[src/design/tuk_pkg.sv]
// Shared types, constants and the quarter-wave cosine table of the Tukey window block.
package tuk_pkg;

    localparam int MAX_LENGTH      = 4096;
    localparam int ADDR_W          = $clog2(MAX_LENGTH);
    localparam int LEN_W           = ADDR_W + 1;
    localparam int COEF_W          = 31;
    localparam int COEF_FRAC_BITS  = 30;
    localparam int FRAC_W          = 17;
    localparam int SUM_W           = 43;
    localparam int COS_TABLE_DEPTH = 1024;
    localparam int COS_LOG         = $clog2(COS_TABLE_DEPTH);
    localparam int COS_IDX_W       = COS_LOG + 1;
    localparam int COS_FRAC_W      = 30 - COS_LOG;
    localparam int COS_W           = 31;
    localparam int DEN_W           = 28;
    localparam int DIV_N_W         = 62;
    localparam int DIV_D_W         = SUM_W;
    localparam int DIV_CNT_W       = $clog2(DIV_N_W + 1);
    localparam int CFG_IDX_W       = 2;

    localparam logic [FRAC_W:0]   FRAC_ONE = 18'd65536;
    localparam logic [COS_W-1:0]  Q30_ONE  = 31'd1073741824;
    localparam logic [COEF_W-1:0] COEF_ONE = COEF_W'(Q30_ONE) << (COEF_FRAC_BITS - 30);

    localparam logic [CFG_IDX_W-1:0] REG_LENGTH    = 2'd0;
    localparam logic [CFG_IDX_W-1:0] REG_TAPER     = 2'd1;
    localparam logic [CFG_IDX_W-1:0] REG_NORMALIZE = 2'd2;

    localparam logic ACT_BUILD = 1'b0;
    localparam logic ACT_READ  = 1'b1;

    // Taylor series divisors (2n)*(2n-1) for n = 1..7
    localparam longint unsigned TAYLOR_DEN [1:7] = '{
        64'd2, 64'd12, 64'd30, 64'd56, 64'd90, 64'd132, 64'd182
    };

    typedef enum logic [1:0] {
        ST_OK      = 2'd0,
        ST_RANGE   = 2'd1,
        ST_UNBUILT = 2'd2
    } t_status;

    typedef enum logic [3:0] {
        S_IDLE, S_INIT, S_ENTRY, S_PHASE, S_COS, S_WR_LO, S_WR_HI, S_CENTRE,
        S_N_READ, S_N_GO, S_N_DIV, S_N_WR_LO, S_N_WR_HI, S_N_ADJ, S_FINISH
    } t_state;

    // result waiting between the store read and the output register
    typedef struct packed {
        logic    valid;
        logic    use_mem;
        t_status status;
    } t_pend;

    typedef logic [COS_TABLE_DEPTH:0][COS_W-1:0] t_cos_tab;

    // cos(pi/2*k/D) by a Horner Taylor series in Q31, rounded to Q30
    function automatic t_cos_tab f_cos_tab();
        t_cos_tab        tab;
        longint unsigned x;
        longint unsigned x2;
        longint unsigned t;
        longint unsigned term;
        longint unsigned v;
        for (int k = 0; k <= COS_TABLE_DEPTH; k++) begin
            x  = (64'd6746518852 * longint'(k) + COS_TABLE_DEPTH) >> (COS_LOG + 1);
            x2 = (x * x) >> 31;
            t  = 64'd2147483648;
            for (int n = 7; n >= 1; n--) begin
                term = ((x2 * t) >> 31) / TAYLOR_DEN[n];
                t    = (term >= 64'd2147483648) ? 64'd0 : 64'd2147483648 - term;
            end
            v = (t + 64'd1) >> 1;
            tab[k] = (v > 64'(Q30_ONE)) ? Q30_ONE : v[COS_W-1:0];
        end
        return tab;
    endfunction

    localparam t_cos_tab COS_TAB = f_cos_tab();

endpackage

[src/design/tuk_div.sv]
// Restoring divider, one quotient bit per cycle.
module tuk_div
    import tuk_pkg::*;
(
    input  logic               i_clk,
    input  logic               i_rst_n,
    input  logic               i_start,
    input  logic [DIV_N_W-1:0] i_num,
    input  logic [DIV_D_W-1:0] i_den,
    output logic               o_done,
    output logic [DIV_N_W-1:0] o_quo
);
    logic [DIV_CNT_W-1:0] r_cnt;
    logic                 r_done;
    logic [DIV_N_W-1:0]   r_quo;
    logic [DIV_D_W-1:0]   r_rem;
    logic [DIV_D_W-1:0]   r_den;
    logic [DIV_D_W:0]     trial;
    logic                 fits;

    assign trial = {r_rem, r_quo[DIV_N_W-1]};
    assign fits  = trial >= {1'b0, r_den};

    always_ff @(posedge i_clk) begin
        if (!i_rst_n) begin
            r_cnt  <= '0;
            r_done <= 1'b0;
        end else begin
            r_done <= 1'b0;
            if (i_start) begin
                r_cnt <= DIV_CNT_W'(DIV_N_W);
            end else if (r_cnt != '0) begin
                r_cnt <= r_cnt - 1'b1;
                if (r_cnt == DIV_CNT_W'(1)) begin
                    r_done <= 1'b1;
                end
            end
        end
    end

    always_ff @(posedge i_clk) begin
        if (i_start) begin
            r_quo <= i_num;
            r_rem <= '0;
            r_den <= i_den;
        end else if (r_cnt != '0) begin
            r_rem <= fits ? DIV_D_W'(trial - {1'b0, r_den}) : trial[DIV_D_W-1:0];
            r_quo <= {r_quo[DIV_N_W-2:0], fits};
        end
    end

    assign o_done = r_done;
    assign o_quo  = r_quo;

`ifndef NO_ASSERTIONS
    a_start_idle: assert property (@(posedge i_clk) disable iff (!i_rst_n)
        i_start |-> (r_cnt == '0))
        else $error("divider started while busy");
    a_done_len: assert property (@(posedge i_clk) disable iff (!i_rst_n)
        r_done |-> (r_cnt == '0) && $past(r_cnt) == DIV_CNT_W'(1))
        else $error("divider done without a full pass");
`endif
endmodule

[config.mk]
export PLATFORM = sky130hd
export DESIGN_NAME = tuk_div
export DESIGN_NICKNAME = d
export VERILOG_FILES = /design/src/design/tuk_pkg.sv /design/src/design/tuk_div.sv
export SDC_FILE = /design/constraint.sdc
export NUM_CORES = 1
export LEC_CHECK = 0
export BUFFER_PORTS_ARGS = -buffer_cell sky130_fd_sc_hd__buf_2
export CAP_MARGIN = 25
export CELL_PAD_IN_SITES_DETAIL_PLACEMENT = 0
export CELL_PAD_IN_SITES_GLOBAL_PLACEMENT = 1
export CORE_UTILIZATION = 43
export DETAILED_ROUTE_END_ITERATION = 10
export PLACE_DENSITY_LB_ADDON = 0.2
export SLEW_MARGIN = 5
export SYNTH_ARGS = -nofsm -noshare
export SYNTH_HDL_FRONTEND = slang
export SYNTH_SLANG_ARGS = --single-unit
[constraint.sdc]
create_clock -name i_clk -period 3.7 [get_ports i_clk]
set_clock_uncertainty 0.05 [all_clocks]
set_input_delay 0.37 -clock i_clk [delete_from_list [all_inputs] [get_ports i_clk]]
set_output_delay 0.37 -clock i_clk [all_outputs]
set_load 0.005 [all_outputs]
; Word level (Yosys, flattened, before mapping)
; Index checks and enable logic that the tools add are counted.
; W data, S select, Z words.
[word_totals]
out_inout_bits = 63
in_bits = 108
elab_cells = 22
regBits = 155
[classes]
mux = 6
n_reduce_logical = 4
n_eq_ne = 1
n_lt_le_gt_ge = 1
n_bitwise = 2
add_sub_neg = 2
[op_table]
columns = op, count
row1 = $mux W62, 2
row2 = $ge A44 B43 Y1, 1
row3 = $mux W43, 1
row4 = $sub A43 B43 Y43, 1
row5 = $mux W6, 2
row6 = $eq A6 B1 Y1 const B, 1
row7 = $reduce_bool A6 Y1, 1
row8 = $sub A6 B1 Y6 const B, 1
row9 = $reduce_or A3 Y1, 1
row10 = $not A1 Y1, 2
row11 = $reduce_bool A2 Y1, 1
row12 = $reduce_or A2 Y1, 1
row13 = $mux W1, 1

; Logic depth before layout (Yosys ltp)
; Gate-level depths: netlist (run 1).
[logic_depth]
depth_word = 3
depth_mapped = 12
depth_no_buf = 11

; Worst setup path before layout (run 1)
; OpenSTA, ideal clock, no wires.
[synth_path]
kind = reg-to-reg
startpoint = register r_cnt[2]
endpoint = register r_quo[0] (netlist: o_quo[0]) (enable)
setup_ps = 675
stages_incl_launch_ff = 5
synth_period_minus_slack_ps = 3157
arrival_ps = 2432
setup_slack_ps = 543
n_path_buf = 1
required_time_ps = 2975
path_cell_list = dfxtp_1 > or3_1 > nor3b_1 > clkbuf_1 > nand2_1
[synth_via]
elab_chain_cells = 2
[synth_lines]
columns = element, line_no
row1 = from (decl), tuk_div.sv:13  ; logic [DIV_CNT_W-1:0] r_cnt;
row2 = from (signal assigned), tuk_div.sv:31  ; r_cnt <= DIV_CNT_W'(DIV_N_W);
row3 = from (signal assigned), tuk_div.sv:33  ; r_cnt <= r_cnt - 1'b1;
row4 = $reduce_bool A6 Y1, tuk_div.sv:46  ; end else if (r_cnt != '0) begin
row5 = $reduce_bool A2 Y1 (no source line), n/a
row6 = to (signal assigned), tuk_div.sv:43  ; r_quo <= i_num;
row7 = to (signal assigned), tuk_div.sv:48  ; r_quo <= {r_quo[DIV_N_W-2:0], fits};
row8 = to (decl), tuk_div.sv:15  ; logic [DIV_N_W-1:0] r_quo;
; No other way between the ends.
; A chain may end at the register's enable or synchronous reset.

; Worst setup path after layout (run 1)
[layout_path]
startpoint = register r_quo[61] (netlist: o_quo[61])
endpoint = register r_rem[8]
[layout_via]
elab_chain_cells = 2
word_cells_on_any_way = 3
cone_classes = add/sub: 1 / order compare: 1 / mux: 1
[layout_lines]
columns = element, line_no
row1 = $sub A43 B43 Y43 / $ge A44 B43 Y1 (equally long branches), "tuk_div.sv:47, tuk_div.sv:22"
row2 = $mux W43 *, tuk_div.sv:47  ; r_rem <= fits ? DIV_D_W'(trial - {1'b0, r_den}) : trial[DIV_D_W-1:0];
row3 = to (signal assigned), tuk_div.sv:47
row4 = to (decl), tuk_div.sv:16  ; logic [DIV_D_W-1:0] r_rem;
; Mark *: on every way between the ends. The rest lies on a longest branch, timed or not.

==> impl_metrics.csv, run 1 <==
group,metric,value,unit
run_status,status,"complete, no violations",
clock_network,clkTransAtPathRegs,80,ps
detailed_routing,via_per_inst,5.52,
synthesis,synth_seq_cells,155,
finish,areaGrowthSynthToFinish,19.0,%
clock_network,insertion_delay,440,ps
run,drv_cap,0,
floorplanning,ios,171,
timing,finalMaxSlewViolations,0,
synthesis,synth_nets,1066,
synthesis,synth_area_leaders,"edfxtp_1 35%, dfxtp_1 11%, mux2_2 7.6%",
clock_network,cts_root_buf,"clkbuf_16",
clock_network,cts_max_path_buffers,2,
place,place_congestion,0.844,
place,placed_cell_area,10200,sq um
floorplanning,die_w,147,um
floorplanning,coreArea,20400,sq um
hold_path,worstHoldStart,"i_den[13]",
finish,antenna_cells,0,
hold_path,hold_class,"input port to flip-flop",
timing,fin_crit,3410,ps
power_and_ir_drop,vdd_drop_max,0.266,mV
floorplanning,dieArea,21700,sq um
timing,maxSlewHeadroom,0.337,
synthesis,synth_area,9060,sq um
detailed_routing,firstDrtPassIters,5,
detailed_routing,drt-wirelength-per-cell,17.0,um
detailed_routing,drt_iter0_drc,478,
setup_path,cp-start-kind,"flip-flop",
synthesis,ys_types,73,
timing,tns,0,ps
synthesis,synth_top_area_frac,0.348,
synthesis,synth_seq_area_share,0.458,
synthesis,synth_flop_cell,"edfxtp_1",
synthesis,syn_inst,911,
setup_path,crit_required,3980,ps
setup_path,crit_fanout,30,
detailed_routing,ant_nets,0,
detailed_routing,drc,0,
clock_network,hold_buffers,0,
setup_path,worst_r2r_path_depth,12,
global_route,antenna_found_initial,0,
global_route,grt_pass1_vias,7385,
hold_path,worstHoldEndpoint,"r_den[13]$_DFFE_PP_",
global_route,overflow,0,
timing,setup_viol,0,
place,pre_cts_slack,313,ps
timing,worst_pin_slew,995,ps
timing,min_period_over_period,0.922,
finish,final_layout_size_suffix_gt1_frac,0.271,
detailed_routing,vias,7412,
power_and_ir_drop,leakage,4.61,nW
synthesis,synth_area_per_cell,9.95,sq um
detailed_routing,wirelength,22.9,mm
synthesis,synthTopCellsByCount,"105 x edfxtp_1, 93 x nand2_1, 78 x nor2_1, 71 x a21oi_1, 61 x mux2_2",
finish,nFillCells,1881,
timing,rsz0062_at_grt,"no",
setup_path,rr_startpoint,"o_quo[61]$_DFFE_PP_",
place,hpwl,16.3,mm
synthesis,ys_warn_count,0,
clock_network,h-tree-depth,4,
setup_path,critical_path_class,"flip-flop to flip-flop",
setup_path,rrSetupSlack,290,ps
timing,final_hold_viol_count,0,
setup_path,arrival,3690,ps
floorplanning,dieHeight,147,um
setup_path,r2r_end,"r_rem[8]$_SDFFE_PP0N_",
timing,fmax,293,MHz
timing,final.setup.worst_slack,288,ps
setup_path,end_kind,"flip-flop",
synthesis,post-synth-top-area-cell,"edfxtp_1",
hold_path,whs_path_depth,1,
global_route,grt_max_degree,146,
floorplanning,initial_utilization,0.444,
power_and_ir_drop,p_per_area,478,nW/um^2
finish,final_nets,1215,
global_route,grt_pass1_wl,37.4,mm
clock_network,cts_tree,"yes",
clock_network,cts_inserted_buffers,17,
synthesis,synthArstFlopShare,0,
floorplanning,rows,52,
clock_network,cts_sinks,155,
place,io_buffers,170,
synthesis,post-synth-top-count-cell,"edfxtp_1",
finish,postLayoutCellArea,10800,sq um
synthesis,synth_edf_count,105,
global_route,grt_usage,0.217,
[metrics by stage]
stage               utilization  hold slack [ps]  power (mW)  std cells
floorplan                     -              408        3.00        911
global placement          0.497              424        3.39       1311
detailed placement        0.497              426        3.39       1311
CTS                       0.528             31.6        5.20       1343
global route              0.528             33.0        5.42       1343
finish                    0.528             53.5        5.15       1343
[critical path: stages, from the launching register on]
cell,delay (ps)
edfxtp_1,370
inv_1,60
ha_1,220
fa_1,400
nor2b_1,170
o31a_1,220
o21a_1,210
and4bb_4,270
nor3_4,330
o21ai_4,100
buf_4,260
or3_1,390
a311oi_1,250
[cells by family after synthesis]
family	Yosys count	synth area share
AOI/OAI and AO/OA	233	0.173
DFF	155	0.458
xor gates and xnor gates	25	0.0242
and+or+nand+nor	277	0.147
adders and majority gates	47	0.0657
muxes	69	0.0846
buffers and inverters	105	0.0467
[registers in the layout, indices dropped and copies added, names as in the netlist]
name and count:
r_cnt 6, r_den 43, o_done 1, r_rem 43, o_quo 62
[final cells by class]
type                            instances  area (sq um)  area share
Sequential cell                       155          4150       0.385
Tap cell                              270           338      0.0313
Multi-Input combinational cell        651          4500       0.417
Inverter                               54           203      0.0188
Clock buffer                           17           425      0.0394
Clock inverter                         15           190      0.0176
Timing Repair Buffer                  181           977      0.0906
[routing by layer]
metal  global-route usage  share of wire  up-vias
li1                     -              -     3678
met1                0.280           0.45     3487
met2                0.360           0.48      211
met3               0.0500          0.048       36
met4               0.0711          0.022        0
met5                    0              0        -
[worst max path at each step]
stage | startpoint | end | slack, ps
after floorplan | r_cnt[2]$_SDFFE_PN0P_ | o_quo[0]$_DFFE_PP_ | 540
after global placement | o_quo[61]$_DFFE_PP_ | r_rem[42]$_SDFFE_PP0N_ | 440
after detailed placement | o_quo[61]$_DFFE_PP_ | r_rem[42]$_SDFFE_PP0N_ | 310
after CTS | o_quo[61]$_DFFE_PP_ | r_rem[42]$_SDFFE_PP0N_ | 290
after global routing | o_quo[61]$_DFFE_PP_ | r_rem[8]$_SDFFE_PP0N_ | 60
final | o_quo[61]$_DFFE_PP_ | r_rem[8]$_SDFFE_PP0N_ | 290
[power breakdown]
group | total [mW] | internal, mW | switching [mW]
Combinational | 1.19 | 0.523 | 0.670
Sequential | 2.17 | 2.06 | 0.104
Clock | 1.79 | 0.924 | 0.869
[layout by cell type, fill, tap and decap left out, types with 7 or more instances in the layout]
cell type  instances
buf_4              8
nand3_1           10
mux2_2            61
o21ai_0           31
a21o_1            18
o31ai_1            8
a311oi_1          26
a21oi_1           71
edfxtp_1         105
nand4_1           18
nand3b_1           9
and3_1             8
nor3_1            15
mux2i_1            8
dfxtp_1           50
or3_1              9
clkbuf_16         17
xor2_1            11
nor2_1            78
o211ai_1           7
ha_1              46
inv_1             54
buf_2            169
o21a_1             9
a211oi_1          14
xnor2_1           14
nand2_1           92
[repair_timing]
action	4_1_cts	5_1_grt
setup buffers	0	0
endpoints found under the setup margin	0	1
gates resized for setup	0	1
(Power assumes the default switching activity.)
==> run 2, diff against run 1 <==
Settings changed: CORE_ASPECT_RATIO set to 1.25, CORE_MARGIN set to 5.
==> run 2 against run 1 <==
  * Wire length is 0.40% lower
  * Critical path depth is the same
  * Power is 1.6% higher
  * First-iteration DRC count decreased by 12%
  * Flip-flop and latch count did not move
  * Sequential share of layout area shrank 0.25 points
  * Largest power group unchanged
  * Highest routed layer unchanged
==> impl_metrics.csv, run 2 (synthesized netlist as in run 1, its figures left out) <==
group,metric,value,unit
floorplanning,coreArea,20800,sq um
run_status,status,"complete, no violations",
clock_network,insertion_delay,430,ps
setup_path,crit_fanout,28,
timing,finalMaxSlewViolations,0,
floorplanning,dieHeight,172,um
detailed_routing,drt_iter0_drc,422,
floorplanning,initial_utilization,0.435,
global_route,antenna_found_initial,0,
timing,setup_viol,0,
setup_path,rrSetupSlack,360,ps
detailed_routing,via_per_inst,5.44,
setup_path,end_kind,"flip-flop",
detailed_routing,vias,7338,
timing,worst_pin_slew,871,ps
global_route,overflow,0,
finish,antenna_cells,0,
place,placed_cell_area,10200,sq um
detailed_routing,wirelength,22.8,mm
global_route,grt_max_degree,97,
detailed_routing,firstDrtPassIters,5,
clock_network,clkTransAtPathRegs,70,ps
detailed_routing,drt-wirelength-per-cell,16.9,um
timing,tns,0,ps
finish,final_layout_size_suffix_gt1_frac,0.273,
detailed_routing,drc,0,
timing,min_period_over_period,0.904,
finish,postLayoutCellArea,10900,sq um
global_route,grt_pass1_vias,7358,
clock_network,hold_buffers,0,
finish,nFillCells,1994,
finish,areaGrowthSynthToFinish,19.8,%
timing,final_hold_viol_count,0,
hold_path,hold_class,"input port to flip-flop",
timing,final.setup.worst_slack,356,ps
finish,largest_reg_flops,62,
setup_path,cp-start-kind,"flip-flop",
global_route,grt_usage,0.189,
finish,multi_input_area,4490,sq um
setup_path,r2r_end,"r_rem[8]$_SDFFE_PP0N_",
finish,final_nets,1219,
timing,fin_crit,3340,ps
finish,regArea,4150,sq um
global_route,grt_pass1_wl,36.7,mm
place,hpwl,16.9,mm
detailed_routing,ant_nets,0,
setup_path,crit_required,3990,ps
floorplanning,rows,59,
place,place_congestion,0.879,
hold_path,worstHoldEndpoint,"r_den[11]$_DFFE_PP_",
timing,fmax,299,MHz
timing,maxSlewHeadroom,0.418,
setup_path,rr_startpoint,"o_quo[61]$_DFFE_PP_",
floorplanning,ios,171,
setup_path,worst_r2r_path_depth,12,
power_and_ir_drop,leakage,4.64,nW
timing,rsz0062_at_grt,"no",
finish,final_cell_mix,"169 x buf_2, 105 x edfxtp_1, 92 x nand2_1",
run,drv_cap,0,
setup_path,critical_path_class,"flip-flop to flip-flop",
clock_network,cts_sinks,155,
setup_path,arrival,3630,ps
place,pre_cts_slack,328,ps
floorplanning,dieArea,24100,sq um
clock_network,cts_root_buf,"clkbuf_16",
clock_network,h-tree-depth,4,
clock_network,cts_setup_buffers,0,
power_and_ir_drop,vdd_drop_max,0.318,mV
clock_network,cts_tree,"yes",
floorplanning,die_w,140,um
clock_network,cts_max_path_buffers,2,
finish,mostFrequentLayoutCell,"buf_2",
hold_path,whs_path_depth,1,
hold_path,worstHoldStart,"i_den[11]",
clock_network,cts_inserted_buffers,17,
clock_network,ctsResizeCount,0,
finish,final_core_util,0.522,
place,io_buffers,170,
power_and_ir_drop,p_per_area,482,nW/um^2
[run 2: where the power goes]
part           switching, mW  internal (mW)  total (mW)  leakage (nW)
Combinational          0.669          0.531        1.20          2.85
Clock                  0.782           1.09        1.87         0.304
Sequential             0.102           2.06        2.17          1.48
[run 2: critical path: stages, from the launching register on]
cell and delay [ps]:
edfxtp_1 360, inv_1 50, ha_1 220, fa_1 410, nor2b_1 170, o31a_1 210, o21a_1 190, and4bb_4 270
nor3_4 320, o21ai_4 100, buf_4 240, or3_1 410, a311oi_1 250
[run 2: through the flow]
step,hold WS [ps],instances,power (mW)
2_1_floorplan,408,911,3.00
3_3_place_gp,434,1318,3.40
3_5_place_dp,432,1318,3.40
4_1_cts,42.0,1349,5.29
5_1_grt,41.3,1350,5.53
6_report,59.4,1350,5.24
[run 2: area by class of cell]
cell class                      count  share of cell area
Tap cell                          274              0.0316
Clock inverter                     14              0.0184
Multi-Input combinational cell    651               0.414
Clock buffer                       17              0.0392
Inverter                           54              0.0187
Sequential cell                   155               0.383
Timing Repair Buffer              185              0.0958
[run 2: worst max-delay path by stage]
stage | from | endpoint | slack (ps) | depth (start not counted)
finish | o_quo[61]$_DFFE_PP_ | r_rem[8]$_SDFFE_PP0N_ | 360 | 12
detailed placement | o_quo[61]$_DFFE_PP_ | r_rem[8]$_SDFFE_PP0N_ | 330 | 12
floorplan | r_cnt[2]$_SDFFE_PN0P_ | o_quo[0]$_DFFE_PP_ | 540 | 4
global placement | o_quo[61]$_DFFE_PP_ | r_rem[8]$_SDFFE_PP0N_ | 450 | 12
CTS | o_quo[61]$_DFFE_PP_ | r_rem[8]$_SDFFE_PP0N_ | 320 | 12
global route | o_quo[61]$_DFFE_PP_ | r_rem[8]$_SDFFE_PP0N_ | 100 | 12
[run 2: layer usage]
| metal | wire [um] | vias up | global-route usage |
|---|---|---|---|
| met5 | 0 | - | 0 |
| met4 | 387 | 0 | 0.0590 |
| met3 | 1070 | 27 | 0.0437 |
| met2 | 11600 | 171 | 0.335 |
| met1 | 9730 | 3439 | 0.228 |
| li1 | - | 3701 | - |
==> run 3, diff against run 2 <==
Settings changed: PLACE_DENSITY_LB_ADDON 0.2 to 0.1.
==> run 3 against run 2 <==
  * Worst hold slack improved by 3.7 ps
  * Global-route usage increased by 0.16 points
  * Flip-flop and latch count is the same
  * Sequential power barely moved
  * Power is 1.8% lower
  * Cell count did not move
  * Critical path type unchanged
  * Wire length up 0.14%
  * Final area down 0.60%
  * Die area stayed put
  * Utilization is 0.31 points lower
  * Worst setup slack improved by 31 ps
  * Combinational power about the same
==> impl_metrics.csv, run 3 (synthesized netlist as in run 1, its figures left out) <==
group,metric,value,unit
global_route,overflow,0,
global_route,grt_max_degree,99,
finish,postLayoutCellArea,10800,sq um
finish,final_layout_size_suffix_gt1_frac,0.272,
place,pre_cts_slack,404,ps
detailed_routing,via_per_inst,5.41,
power_and_ir_drop,leakage,4.62,nW
setup_path,end_kind,"flip-flop",
finish,largest_reg_flops,62,
finish,mostFrequentLayoutCell,"buf_2",
finish,final_nets,1218,
clock_network,cts_root_buf,"clkbuf_16",
place,place_congestion,0.851,
clock_network,hold_buffers,0,
setup_path,crit_path_top_delay_cell,"fa_1",
setup_path,critical_path_class,"flip-flop to flip-flop",
clock_network,cts_setup_buffers,0,
floorplanning,rows,59,
power_and_ir_drop,p_per_area,476,nW/um^2
detailed_routing,drt_iter0_drc,390,
floorplanning,ios,171,
setup_path,crit_fanout,22,
timing,maxSlewHeadroom,0.432,
detailed_routing,drt-wirelength-per-cell,16.9,um
clock_network,clkTransAtPathRegs,70,ps
setup_path,crit_required,3980,ps
run_status,status,"complete, no violations",
clock_network,cts_sinks,155,
clock_network,h-tree-depth,4,
power_and_ir_drop,vdd_drop_max,0.305,mV
power_and_ir_drop,combPwrFrac,0.231,
power_and_ir_drop,switching_share,0.308,
setup_path,cp-start-kind,"flip-flop",
global_route,grt_usage,0.190,
floorplanning,dieHeight,172,um
finish,areaGrowthSynthToFinish,19.1,%
place,hpwl,16.9,mm
clock_network,ctsResizeCount,0,
timing,final_hold_viol_count,0,
clock_network,cts_max_path_buffers,2,
setup_path,cpPeakStageDelay,410,ps
power_and_ir_drop,intPower,3.56,mW
timing,fmax,302,MHz
floorplanning,initial_utilization,0.435,
run,drv_cap,0,
timing,tns,0,ps
timing,rsz0062_at_grt,"no",
finish,antenna_cells,0,
clock_network,cts_inserted_buffers,17,
global_route,antenna_found_initial,0,
timing,setup_viol,0,
setup_path,cp_top_family,"simple AND/OR/NAND/NOR gates",
setup_path,cp_cell_sequence,"inv_1, ha_1, fa_1, nor2b_1, o31a_1, o21a_1, and4bb_4, nor3_4, o21ai_4, buf_4, or3_1, a311oi_1",
clock_network,cts_tree,"yes",
place,placed_cell_area,10200,sq um
setup_path,arrival,3600,ps
power_and_ir_drop,seqPwrFrac,0.421,
place,io_buffers,170,
global_route,grt_pass1_vias,7559,
power_and_ir_drop,switching_power,1.58,mW
timing,final.setup.worst_slack,388,ps
finish,finalNonFillerCells,1350,
clock_network,insertion_delay,430,ps
floorplanning,dieArea,24100,sq um
detailed_routing,ant_nets,0,
timing,worst_pin_slew,850,ps
setup_path,cp_num_buf_inv,2,
detailed_routing,firstDrtPassIters,5,
timing,fin_crit,3310,ps
floorplanning,coreArea,20800,sq um
finish,final_cell_mix,"169 x buf_2, 105 x edfxtp_1, 92 x nand2_1",
detailed_routing,drc,0,
global_route,grt_pass1_wl,37.5,mm
detailed_routing,wirelength,22.8,mm
detailed_routing,vias,7299,
power_and_ir_drop,p_clk_frac,0.347,
hold_path,hold_class,"input port to flip-flop",
floorplanning,die_w,140,um
timing,min_period_over_period,0.895,
finish,nFillCells,2006,
timing,finalMaxSlewViolations,0,
place,placedCellCount,1318,
## run 3: cell types whose count changed in the layout (fill, tap and decap cells not counted)
cell        change
clkinv_4        +2
inv_8           +2
inv_6           -2
buf_4           +1
clkinv_8        +1
clkinvlp_4      -1
buf_16          -1
bufinv_16       -2
buf_12          -1
clkinv_1        +1
## run 3: power by group through the flow
stage | clock network, mW | logic [mW] | registers, mW
detailed placement | 0 | 1.19 | 2.20
global route | 1.90 | 1.33 | 2.19
global placement | 0 | 1.19 | 2.20
floorplan | 0 | 0.809 | 2.20
finish | 1.79 | 1.19 | 2.17
CTS | 1.83 | 1.20 | 2.17
## run 3: worst paths after layout
| kind | startpoint | end | slack (ps) | cells past startpoint |
|---|---|---|---|---|
| setup / recovery | o_quo[61]$_DFFE_PP_ | r_rem[8]$_SDFFE_PP0N_ | 390 | 12 |
| hold / removal | i_den[17] | r_den[17]$_DFFE_PP_ | 60 | 1 |
| setup reg to reg | o_quo[61]$_DFFE_PP_ | r_rem[8]$_SDFFE_PP0N_ | 390 | 12 |
| hold reg to reg | r_rem[23]$_SDFFE_PP0N_ | r_rem[24]$_SDFFE_PP0N_ | 450 | 2 |
## run 3: layout make-up
cell class	count	area [sq um]	area share
inverters	54	203	0.0188
repair buffers	184	1000	0.0926
clock inverters	15	175	0.0162
flip-flops and latches	155	4150	0.385
multi-input cells	651	4490	0.416
clock buffers	17	425	0.0394
well taps	274	343	0.0318
## run 3: per-stage QoR
step                power [mW]   util  hold WS (ps)
CTS                       5.20  0.518          45.4
floorplan                 3.00      -           408
global route              5.42  0.518          42.0
global placement          3.39  0.490           432
detailed placement        3.40  0.490           442
finish                    5.14  0.518          63.1
## run 3: metal layers
| metal | vias to the layer above | part of all wire | GRT usage |
|---|---|---|---|
| li1 | 3696 | - | - |
| met2 | 156 | 0.52 | 0.345 |
| met5 | - | 0 | 0 |
| met1 | 3424 | 0.42 | 0.227 |
| met4 | 0 | 0.013 | 0.0514 |
| met3 | 23 | 0.044 | 0.0445 |
## run 3: worst register-to-register path, stage by stage, from the launching register on
cell	delay, ps
edfxtp_1	370
inv_1	50
ha_1	220
fa_1	410
nor2b_1	170
o31a_1	210
o21a_1	190
and4bb_4	270
nor3_4	310
o21ai_4	90
buf_4	220
or3_1	400
a311oi_1	260
